File: src/hdl/qse_pkg.sv
// Package for the quicksort engine: controller state type.
// No dependencies; imported by quicksort_engine.
package qse_pkg;

   typedef enum logic [4:0] {
      ST_LOAD,
      ST_PIV_RD,
      ST_POP,
      ST_POP_WAIT,
      ST_PIV_WAIT,
      ST_L_RD,
      ST_L_CMP,
      ST_R_RD,
      ST_R_CMP,
      ST_CHECK,
      ST_SWAP_A,
      ST_SWAP_B,
      ST_FIX_A,
      ST_FIX_B,
      ST_PUSH_HI,
      ST_PUSH_LO,
      ST_OUT_RD,
      ST_OUT_WAIT,
      ST_OUT_HOLD
   } qse_state_type;

endpackage

File: src/hdl/quicksort_engine.sv
// Quicksort engine: loads a batch of signed values, sorts them in place by
// quicksort with first-element pivot and an explicit range stack, emits them.
// Depends on qse_pkg and qse_ram.
// Load: one transaction per cycle. Sort: each read of the sort store has
// a read state and a compare state (about 2*N*log2(N) reads on average,
// N*N at worst), plus per-partition states for stack pop, pivot fetch,
// swaps, pushes. Emit: a result is read from the store, held until taken.
// Synchronous active-high reset clears the controller, fill count, stack
// pointer, overflow flag and result valid; the memories are not cleared.
module quicksort_engine #(
   parameter int DEPTH      = 64,
   parameter int DATA_WIDTH = 32
) (
   input  logic                         clock,
   input  logic                         reset,
   input  logic                         req_valid,
   output logic                         req_ready,
   input  logic signed [DATA_WIDTH-1:0] req_sample,
   input  logic                         req_final_item,
   output logic                         rsp_valid,
   input  logic                         rsp_ready,
   output logic signed [DATA_WIDTH-1:0] rsp_sorted_value,
   output logic                         rsp_final_result,
   output logic                         rsp_overflow
);

   import qse_pkg::*;

   localparam int IDX_W = $clog2(DEPTH);
   localparam int CNT_W = IDX_W + 1;
   localparam int STK_W = 2 * IDX_W;

   qse_state_type state_ff, state_in;

   logic [CNT_W-1:0]      fill_ff, fill_in;
   logic                  dropped_ff, dropped_in;
   logic [CNT_W-1:0]      sp_ff, sp_in;
   logic                  rsp_valid_ff, rsp_valid_in;
   logic [IDX_W-1:0]      lo_ff, lo_in;
   logic [IDX_W-1:0]      hi_ff, hi_in;
   logic [CNT_W-1:0]      l_ff, l_in;
   logic [IDX_W-1:0]      r_ff, r_in;
   logic [CNT_W-1:0]      k_ff, k_in;
   logic [DATA_WIDTH-1:0] pv_ff, pv_in;
   logic [DATA_WIDTH-1:0] lv_ff, lv_in;
   logic [DATA_WIDTH-1:0] rv_ff, rv_in;
   logic [DATA_WIDTH-1:0] out_val_ff, out_val_in;
   logic                  out_last_ff, out_last_in;
   logic                  out_ovf_ff, out_ovf_in;

   logic                  st_we;
   logic [IDX_W-1:0]      st_waddr, st_raddr;
   logic [DATA_WIDTH-1:0] st_wdata, st_rdata;
   logic                  sk_we;
   logic [IDX_W-1:0]      sk_waddr, sk_raddr;
   logic [STK_W-1:0]      sk_wdata, sk_rdata;

   logic                  req_fire, rsp_fire;
   logic [CNT_W-1:0]      n_load;
   logic                  rd_le_pv;
   logic [CNT_W-1:0]      lo_ext, hi_ext, r_ext;

   qse_ram #(.WIDTH(DATA_WIDTH), .DEPTH(DEPTH)) u_store (
      .clock   (clock),
      .wr_en   (st_we),
      .wr_addr (st_waddr),
      .wr_data (st_wdata),
      .rd_addr (st_raddr),
      .rd_data (st_rdata)
   );

   qse_ram #(.WIDTH(STK_W), .DEPTH(DEPTH)) u_stack (
      .clock   (clock),
      .wr_en   (sk_we),
      .wr_addr (sk_waddr),
      .wr_data (sk_wdata),
      .rd_addr (sk_raddr),
      .rd_data (sk_rdata)
   );

   assign req_ready        = (state_ff == ST_LOAD);
   assign req_fire         = req_valid && req_ready;
   assign rsp_valid        = rsp_valid_ff;
   assign rsp_fire         = rsp_valid_ff && rsp_ready;
   assign rsp_sorted_value = $signed(out_val_ff);
   assign rsp_final_result = out_last_ff;
   assign rsp_overflow     = out_ovf_ff;

   assign n_load   = (fill_ff < CNT_W'(DEPTH)) ? fill_ff + CNT_W'(1) : fill_ff;
   assign rd_le_pv = ($signed(st_rdata) <= $signed(pv_ff));
   assign lo_ext   = {1'b0, lo_ff};
   assign hi_ext   = {1'b0, hi_ff};
   assign r_ext    = {1'b0, r_ff};

   // Next state
   always_comb begin
      state_in = state_ff;
      case (state_ff)
         ST_LOAD: begin
            if (req_fire && req_final_item) begin
               state_in = (n_load >= CNT_W'(2)) ? ST_PIV_RD : ST_OUT_RD;
            end
         end
         ST_PIV_RD:   state_in = ST_PIV_WAIT;
         ST_POP:      state_in = (sp_ff == '0) ? ST_OUT_RD : ST_POP_WAIT;
         ST_POP_WAIT: state_in = ST_PIV_WAIT;
         ST_PIV_WAIT: state_in = ST_L_RD;
         ST_L_RD:     state_in = (l_ff > hi_ext) ? ST_R_RD : ST_L_CMP;
         ST_L_CMP:    state_in = rd_le_pv ? ST_L_RD : ST_R_RD;
         ST_R_RD:     state_in = (r_ff > lo_ff) ? ST_R_CMP : ST_CHECK;
         ST_R_CMP:    state_in = rd_le_pv ? ST_CHECK : ST_R_RD;
         ST_CHECK: begin
            if (l_ff > r_ext) begin
               state_in = (r_ff == lo_ff) ? ST_PUSH_HI : ST_FIX_A;
            end else begin
               state_in = ST_SWAP_A;
            end
         end
         ST_SWAP_A:   state_in = ST_SWAP_B;
         ST_SWAP_B:   state_in = ST_L_RD;
         ST_FIX_A:    state_in = ST_FIX_B;
         ST_FIX_B:    state_in = ST_PUSH_HI;
         ST_PUSH_HI:  state_in = ST_PUSH_LO;
         ST_PUSH_LO:  state_in = ST_POP;
         ST_OUT_RD:   state_in = ST_OUT_WAIT;
         ST_OUT_WAIT: state_in = ST_OUT_HOLD;
         ST_OUT_HOLD: begin
            if (rsp_fire) begin
               state_in = out_last_ff ? ST_LOAD : ST_OUT_RD;
            end
         end
         default:     state_in = ST_LOAD;
      endcase
   end

   // Datapath and memory controls
   always_comb begin
      fill_in      = fill_ff;
      dropped_in   = dropped_ff;
      sp_in        = sp_ff;
      rsp_valid_in = rsp_valid_ff;
      lo_in        = lo_ff;
      hi_in        = hi_ff;
      l_in         = l_ff;
      r_in         = r_ff;
      k_in         = k_ff;
      pv_in        = pv_ff;
      lv_in        = lv_ff;
      rv_in        = rv_ff;
      out_val_in   = out_val_ff;
      out_last_in  = out_last_ff;
      out_ovf_in   = out_ovf_ff;
      st_we        = 1'b0;
      st_waddr     = '0;
      st_wdata     = '0;
      st_raddr     = '0;
      sk_we        = 1'b0;
      sk_waddr     = sp_ff[IDX_W-1:0];
      sk_wdata     = '0;
      sk_raddr     = '0;
      case (state_ff)
         ST_LOAD: begin
            if (req_fire) begin
               if (fill_ff < CNT_W'(DEPTH)) begin
                  st_we    = 1'b1;
                  st_waddr = fill_ff[IDX_W-1:0];
                  st_wdata = req_sample;
                  fill_in  = n_load;
               end else begin
                  dropped_in = 1'b1;
               end
               if (req_final_item) begin
                  sp_in = '0;
                  lo_in = '0;
                  hi_in = IDX_W'(n_load - CNT_W'(1));
                  k_in  = '0;
               end
            end
         end
         ST_PIV_RD: begin
            st_raddr = lo_ff;
         end
         ST_POP: begin
            if (sp_ff != '0) begin
               sp_in    = sp_ff - CNT_W'(1);
               sk_raddr = sp_in[IDX_W-1:0];
            end else begin
               k_in = '0;
            end
         end
         ST_POP_WAIT: begin
            lo_in    = sk_rdata[STK_W-1:IDX_W];
            hi_in    = sk_rdata[IDX_W-1:0];
            st_raddr = sk_rdata[STK_W-1:IDX_W];
         end
         ST_PIV_WAIT: begin
            pv_in = st_rdata;
            l_in  = lo_ext + CNT_W'(1);
            r_in  = hi_ff;
         end
         ST_L_RD: begin
            st_raddr = l_ff[IDX_W-1:0];
         end
         ST_L_CMP: begin
            if (rd_le_pv) begin
               l_in = l_ff + CNT_W'(1);
            end else begin
               lv_in = st_rdata;
            end
         end
         ST_R_RD: begin
            st_raddr = r_ff;
         end
         ST_R_CMP: begin
            if (rd_le_pv) begin
               rv_in = st_rdata;
            end else begin
               r_in = r_ff - IDX_W'(1);
            end
         end
         ST_SWAP_A: begin
            st_we    = 1'b1;
            st_waddr = l_ff[IDX_W-1:0];
            st_wdata = rv_ff;
         end
         ST_SWAP_B: begin
            st_we    = 1'b1;
            st_waddr = r_ff;
            st_wdata = lv_ff;
         end
         ST_FIX_A: begin
            st_we    = 1'b1;
            st_waddr = lo_ff;
            st_wdata = rv_ff;
         end
         ST_FIX_B: begin
            st_we    = 1'b1;
            st_waddr = r_ff;
            st_wdata = pv_ff;
         end
         ST_PUSH_HI: begin
            // right part, pivot slot is r
            if (r_ext + CNT_W'(1) < hi_ext) begin
               sk_we    = 1'b1;
               sk_wdata = {r_ff + IDX_W'(1), hi_ff};
               sp_in    = sp_ff + CNT_W'(1);
            end
         end
         ST_PUSH_LO: begin
            if (r_ext > lo_ext + CNT_W'(1)) begin
               sk_we    = 1'b1;
               sk_wdata = {lo_ff, r_ff - IDX_W'(1)};
               sp_in    = sp_ff + CNT_W'(1);
            end
         end
         ST_OUT_RD: begin
            st_raddr = k_ff[IDX_W-1:0];
         end
         ST_OUT_WAIT: begin
            out_val_in   = st_rdata;
            out_last_in  = (k_ff + CNT_W'(1) == fill_ff);
            out_ovf_in   = dropped_ff;
            rsp_valid_in = 1'b1;
         end
         ST_OUT_HOLD: begin
            if (rsp_fire) begin
               rsp_valid_in = 1'b0;
               k_in         = k_ff + CNT_W'(1);
               if (out_last_ff) begin
                  fill_in    = '0;
                  dropped_in = 1'b0;
               end
            end
         end
         default: begin
            rsp_valid_in = 1'b0;
         end
      endcase
   end

   always_ff @(posedge clock) begin
      if (reset) begin
         state_ff     <= ST_LOAD;
         fill_ff      <= '0;
         dropped_ff   <= 1'b0;
         sp_ff        <= '0;
         rsp_valid_ff <= 1'b0;
      end else begin
         state_ff     <= state_in;
         fill_ff      <= fill_in;
         dropped_ff   <= dropped_in;
         sp_ff        <= sp_in;
         rsp_valid_ff <= rsp_valid_in;
      end
   end

   always_ff @(posedge clock) begin
      lo_ff       <= lo_in;
      hi_ff       <= hi_in;
      l_ff        <= l_in;
      r_ff        <= r_in;
      k_ff        <= k_in;
      pv_ff       <= pv_in;
      lv_ff       <= lv_in;
      rv_ff       <= rv_in;
      out_val_ff  <= out_val_in;
      out_last_ff <= out_last_in;
      out_ovf_ff  <= out_ovf_in;
   end

   a_rsp_only_in_hold: assert property (@(posedge clock) disable iff (reset)
      rsp_valid_ff |-> (state_ff == ST_OUT_HOLD))
      else $error("result valid outside output hold");

   a_stack_bound: assert property (@(posedge clock) disable iff (reset)
      sp_ff <= CNT_W'(DEPTH / 2))
      else $error("range stack holds more than DEPTH/2 ranges");

   a_left_cursor: assert property (@(posedge clock) disable iff (reset)
      (state_ff == ST_L_CMP) |-> (l_ff <= hi_ext) && (l_ff > lo_ext))
      else $error("left cursor compared outside its range");

   a_right_cursor: assert property (@(posedge clock) disable iff (reset)
      (state_ff == ST_R_CMP) |-> (r_ff > lo_ff) && (r_ff <= hi_ff))
      else $error("right cursor compared outside its range");

   a_batch_clear: assert property (@(posedge clock) disable iff (reset)
      (rsp_fire && out_last_ff) |=> (fill_ff == '0) && !dropped_ff)
      else $error("batch state not cleared after last result");

endmodule

File: src/hdl/qse_ram.sv
// Generic single-write, single-read RAM with a registered read port.
// No dependencies; used for the sort store and the range stack.
module qse_ram #(
   parameter int WIDTH = 32,
   parameter int DEPTH = 64
) (
   input  logic                     clock,
   input  logic                     wr_en,
   input  logic [$clog2(DEPTH)-1:0] wr_addr,
   input  logic [WIDTH-1:0]         wr_data,
   input  logic [$clog2(DEPTH)-1:0] rd_addr,
   output logic [WIDTH-1:0]         rd_data
);

   logic [WIDTH-1:0] mem_ff [DEPTH];
   logic [WIDTH-1:0] rd_data_ff;

   always_ff @(posedge clock) begin
      if (wr_en) begin
         mem_ff[wr_addr] <= wr_data;
      end
      rd_data_ff <= mem_ff[rd_addr];
   end

   assign rd_data = rd_data_ff;

endmodule

File: config.mk
export PLATFORM = sky130hd
export DESIGN_NAME = quicksort_engine
export DESIGN_NICKNAME = d
export VERILOG_FILES = /design/src/hdl/qse_pkg.sv /design/src/hdl/quicksort_engine.sv /design/src/hdl/qse_ram.sv
export SDC_FILE = /design/constraint.sdc
export NUM_CORES = 2
export LEC_CHECK = 0
export BUFFER_PORTS_ARGS = -buffer_cell sky130_fd_sc_hd__buf_2
export CAP_MARGIN = 10
export CORE_UTILIZATION = 60
export CTS_CLUSTER_DIAMETER = 120
export CTS_CLUSTER_SIZE = 25
export DETAILED_ROUTE_END_ITERATION = 8
export GPL_TIMING_DRIVEN = 0
export PLACE_DENSITY = 0.76
export SLEW_MARGIN = 10
export SYNTH_ARGS = -nofsm -noshare
export SYNTH_HDL_FRONTEND = slang
export SYNTH_SLANG_ARGS = --single-unit
File: constraint.sdc
create_clock -name clock -period 6.1 [get_ports clock]
set_input_delay 1.22 -clock clock [delete_from_list [all_inputs] [get_ports clock]]
set_output_delay 1.22 -clock clock [all_outputs]
set_load 0.03 [all_outputs]
# Yosys cells after proc, flatten, opt, wreduce, memory -nomap -nowiden
# Memory sizes are Yosys's and may differ from the RTL's. A register that Yosys moved wholly into a read port is not among the register bits.
# Index checks and enable logic that the tools add are counted.
# word_totals
regBits	183
mem_bits_rw	2816
in_bits	37
out_inout_bits	36
word_cells	166
memories	2
# memory_table
memory	words	word_bits	read_ports	rd_clocked_by_memory_dff	wr	line	source
u_store.mem_ff	64	32	1	1	1	qse_ram.sv:15	logic [WIDTH-1:0] mem_ff [DEPTH];
u_stack.mem_ff	64	12	1	1	1	qse_ram.sv:15	
# op_classes
addsub	10
order_cmp	8
n_eq_ne	33
muxes	66
bitwise_logic	2
reduce_logical	29
# ops
operator	count
$pmux 32 s4	1
$mux 7	13
$pmux 5 s17	1
$mux 32	2
$mux 6	9
$eq 5x4->1 const B	8
$pmux 6 s2	3
$le 32x32->1	1
$pmux 6 s5	1
$add 7x1->7 const B	4
$pmux 7 s2	2
$pmux 7 s4	1
$mux 5	5
$mux 12	2
$pmux 12 s2	1
$pmux 6 s4	1
$pmux 7 s3	1
$eq 5x3->1 const B	4
$ne 2x2->1 const B	9
$reduce_or 16->1	1
$eq 5x5->1 const B	3
$mux 1	15
$reduce_and 5->1	3
$add 6x1->7 const B	2
32 further kinds	55

# Depth between registers and ports, before layout
# logic_depth
ltp_word	6
ltp_mapped	18

# Modules after synthesis
# Synthesis repeated with hierarchy kept, for this count alone.
# unflattened
cells_unflattened	5605
area_unflattened_um2	118424.8
# by_module_without_submodules
mod	n_inst	cells_each	area_per_inst_um2
qse_ram (u_store)	1	3324	78515.3
qse_ram (u_stack)	1	1339	29851.1
quicksort_engine	1	942	10058.4

# Least setup slack after synthesis
# No wires, ideal clock.
# synth_path
path_type	register -> register
startpoint	register lo_ff[0]
endpoint	memory u_stack.mem_ff[0][0] (netlist bit) (data pin)
setup_ns	0.702
arrival_ns	4.795
t_required_ns	5.398
path_slack_ns	0.603
path_stages_with_launch	11
n_path_buf	1
period_less_slack_ns	5.497
path_cell_list	edfxtp_1 ha_1 nand3_1 xnor2_1 ha_1 and3_1 a41oi_1 o21ai_0 or3_1 clkbuf_1 o21ai_0
# synth_between
elab_chain_cells	4
# synth_lines
element	line	source
from (decl)	quicksort_engine.sv:39	logic [IDX_W-1:0] lo_ff, lo_in;
from (signal assigned)	quicksort_engine.sv:298	lo_ff <= lo_in;
$add 6x1->7	quicksort_engine.sv:250	if (r_ext > lo_ext + CNT_W'(1)) begin
$gt 6x7->1	quicksort_engine.sv:250	
$mux 12	quicksort_engine.sv:250	
$pmux 12 s2	quicksort_engine.sv:161	case (state_ff)
net sk_wdata[0]	quicksort_engine.sv:56	logic [STK_W-1:0] sk_wdata, sk_rdata;
to (decl)	qse_ram.sv:15	
# The timed path passes the listed nets, and every way through them passes these cells.

# Worst setup path in the final report
# layout_path
startpoint	register sp_ff[0]
endpoint	register u_stack.rd_data_ff[8] (netlist: u_stack.rd_data[8]) (read register of u_stack.mem_ff)
# layout_between
elab_chain_cells	3
word_cells_on_any_way	4
# layout_lines
element	line	source
from (decl)	quicksort_engine.sv:37	logic [CNT_W-1:0] sp_ff, sp_in;
from (signal assigned)	quicksort_engine.sv:292	sp_ff <= sp_in;
$sub 7x1->7 or $reduce_bool 7->1 (tied branches)	quicksort_engine.sv:185, quicksort_engine.sv:184	
$mux 6 *	quicksort_engine.sv:184	if (sp_ff != '0) begin
$mux 6 *	quicksort_engine.sv:161	
to (decl)	qse_ram.sv:16	logic [WIDTH-1:0] rd_data_ff;
# Mark *: on every way between the ends. The rest lies on a longest branch, timed or not.
# A chain may end at the register's enable or synchronous reset.

==> reports/metrics.yaml <==
grt-ovfl-total: 0
numCtsBuffers: 139
insertion_delay_ps: 900
viasPerCell: 7.17
grt_pass1_wl_um: 572000
p_comb_share_pct: 31.8
clkSlewWorstSetupHoldPaths_ps: 100
finalMaxSlewViolations: 0
holdBufCountCts: 0
whs_path_depth: 2
antenna_found_initial: 42
start_util_pct: 60.7
ant_nets: 0
fill_cells: 13700
yosysUniqueCellTypes: 91
leakage_nw: 45.1
drt_pass1_iterations: 9
syn_inst: 8378
drt_iter0_drc: 16600
portBuffers: 72
drive_gt1_share_pct: 10.9
grt_usage_pct: 40.2
r2r_cells: 16
multiInputGateArea_um2: 29400
async_flop_share_pct: 0
clock-sinks: 3043
maxCapViolCount: 0
die-area_um2: 205000
die_w_um: 452
area_delta_synth_final_pct: 9.79
gp_congestion: 1.01
worstSetupPathType: "flop to flop"
synth-seq-area-share_pct: 74.5
power_switching_share_pct: 37.1
synth_nets: 8487
p_per_area_nw_per_um2: 393
pwr-share-clk_pct: 20.5
status: "finished, violations left"
fin_skew_ps: 61.9
mappedNetlistArea_um2: 122000
grt_pass1_vias: 76400
seqPwrFrac_pct: 47.7
setup_slack_ps: -107
setup_viol: 11
finalCritPeriodShare_pct: 102
clock-root-buffer: "clkbuf_16"
cts_max_level: 4
ys_ff_latch: 3043
hold_violations: 0
clockBufferDepth: 3
arrival_ps: 6940
nNetsFinal: 8859
synth_area_per_cell_um2: 14.5
tritoncts: "built"
critPathMaxFanout: 10
chipHeight_um: 452
ys_warn_count: 0
grt_max_degree: 65
startpoint_type: "flop"
required_ps: 6830
synth_edf_count: 2978
internal_power_w: 0.0330
dpl.hpwl_um: 290000
critical_path.endpoint_type: "flop"
wire_per_inst_um: 36.4
drt_wl_total_um: 417000
drcViolationCount: 3
power_switching_w: 0.0195
worst_pin_slew_ps: 1420
max_freq_mhz: 161
num_vias: 82300
io_pins: 73
violations: "design-rule violations, negative setup slack"
coreArea_um2: 201000
num_rows: 164
dp_slack_ps: -2060
regArea_um2: 90700
hold_path_class: "flop to flop"
final.min_clock_period_ps: 6210
relSlewSlack_pct: 4.72
ys.flop_type: "edfxtp_1"
hold_ws_ps: 529
ir_drop_mv: 0.314
[area by class of cell]
cell class | instances | share of cell area [%]
timing repair buffer | 232 | 2.52
inverter | 65 | 0.185
clock inverter | 14 | 0.159
multi-input combinational | 4723 | 22.0
sequential | 3043 | 67.9
antenna | 24 | 0.0449
clock buffer | 167 | 2.73
buffer | 546 | 2.01
tap | 2656 | 2.49
[synth_stat cells (all sizes together) (8+ instances only)]
| library cell | number | area, µm² |
|---|---|---|
| a211oi | 114 | 868 |
| a311oi | 77 | 674 |
| a21oi | 164 | 821 |
| and3 | 180 | 1130 |
| or4 | 11 | 82.6 |
| xor2 | 16 | 140 |
| a31oi | 169 | 1060 |
| o21ai | 158 | 791 |
| a22o | 30 | 263 |
| o211ai | 93 | 703 |
| dfxtp | 65 | 1300 |
| or3 | 105 | 657 |
| xnor2 | 27 | 236 |
| inv | 64 | 240 |
| mux4 | 24 | 541 |
| a32oi | 133 | 1170 |
| mux2 | 8 | 93.8 |
| nand2b | 10 | 62.6 |
| nor4 | 24 | 156 |
| nand2 | 1565 | 5880 |
| a22oi | 48 | 360 |
| o221ai | 29 | 254 |
| mux2i | 414 | 4140 |
| nor3 | 91 | 480 |
| nand4 | 107 | 669 |
| buf | 294 | 1650 |
| clkbuf | 253 | 950 |
| and2 | 45 | 282 |
| o32ai | 12 | 105 |
| o21a | 11 | 82.6 |
| nand3 | 381 | 1920 |
| o22ai | 108 | 676 |
| a222oi | 38 | 380 |
| a21o | 21 | 158 |
| nor2 | 289 | 1090 |
| edfxtp | 2978 | 89400 |
| a2111oi | 17 | 168 |
| a221oi | 30 | 275 |
| nor2b | 12 | 77.6 |
| ha | 72 | 901 |
[power groups by stage]
stage          logic, W  registers, W  clock network, W
2_1_floorplan   0.00806        0.0253                 0
3_3_place_gp     0.0149        0.0257                 0
3_5_place_dp     0.0157        0.0255                 0
4_1_cts          0.0157        0.0250            0.0106
5_1_grt          0.0168        0.0250            0.0113
6_report         0.0167        0.0250            0.0108
[state kept, by name (all words and copies together), names as in the netlist, 6 cells and up]
register          flops
u_store.mem_ff     2048
k_ff                  7
u_store.rd_data      32
l_ff                  7
u_stack.rd_data      12
hi_ff                 6
rv_ff                32
sp_ff                 7
pv_ff                32
u_stack.mem_ff      768
fill_ff               7
lo_ff                 6
rsp_sorted_value     32
r_ff                  6
lv_ff                32
[path summary, 6_finish.rpt]
| kind | from | endpoint | slack [ps] |
|---|---|---|---|
| worst max register to register | sp_ff[0]$_SDFFE_PP0P_ | u_stack.rd_data[8]$_DFF_P_ | -110 |
| worst min register to register | sp_ff[6]$_SDFFE_PP0P_ | sp_ff[6]$_SDFFE_PP0P_ | 530 |
| worst min-delay path | sp_ff[6]$_SDFFE_PP0P_ | sp_ff[6]$_SDFFE_PP0P_ | 530 |
| worst max-delay path | sp_ff[0]$_SDFFE_PP0P_ | u_stack.rd_data[8]$_DFF_P_ | -110 |
[layout by cell type, fill, tap and decap left out, drive strengths merged, types with 27 or more instances in the layout]
master  synthesis  layout
nand3         381     381
a221oi         30      30
clkbuf        253     428
o22ai         108     108
a32oi         133     133
a222oi         38      38
dfxtp          65      65
mux2i         414     414
nand4         107     107
a211oi        114     114
a22o           30      30
a21oi         164     164
or3           105     105
and3          180     180
inv            64      71
nor2          289     289
ha             72      72
nand2        1565    1565
o221ai         29      29
a22oi          48      48
o211ai         93      93
a311oi         77      77
edfxtp       2978    2978
xnor2          27      27
nor3           91      91
a31oi         169     169
buf           294     514
o21ai         158     158
and2           45      45
[layer usage]
layer	part of all wire, %	global-route usage, %
met1	34	54.1
met2	42	57.6
met3	16	12.9
met4	7.1	24.0
met5	0.029	0
[what timing repair did]
item | CTS | global route
pin swaps | 3 | 3
resized for setup | 53 | 69
endpoints found under the setup margin | 19 | 12
buffers inserted | 3 | 2
[critical path: stages, from the launching register on]
cell and delay [ps]:
dfxtp_1 330, clkbuf_2 320, clkinvlp_4 340, clkbuf_2 280, clkbuf_4 350, clkbuf_2 370
ha_1 380, or3b_2 610, o211ai_4 410, buf_2 330, clkbuf_2 320, buf_2 400
nor2_1 190, clkbuf_1 450, a31oi_4 410, o31ai_1 170, o31ai_4 380
[stage by stage]
stage	setup TNS, ps	util (%)	total power [W]	instances	cell area, µm²
after floorplan	0	-	0.0334	8378	122000
after global routing	-23.8	66.6	0.0531	11400	134000
after detailed placement	-22550	64.4	0.0411	11300	129000
after CTS	0	66.5	0.0514	11400	133000
final	-834	66.6	0.0525	11500	134000
after global placement	-4101030	62.5	0.0406	11100	125000
[cells by family after synthesis]
family,synth area share (%)
DFF,74.5
muxes,3.93
buffers and inverters,2.33
adders and majority gates,0.740
AOI/OAI and AO/OA,7.69
xor gates and xnor gates,0.309
and+or+nand+nor,10.5
Note: power is estimated with default switching activity, not from simulation.
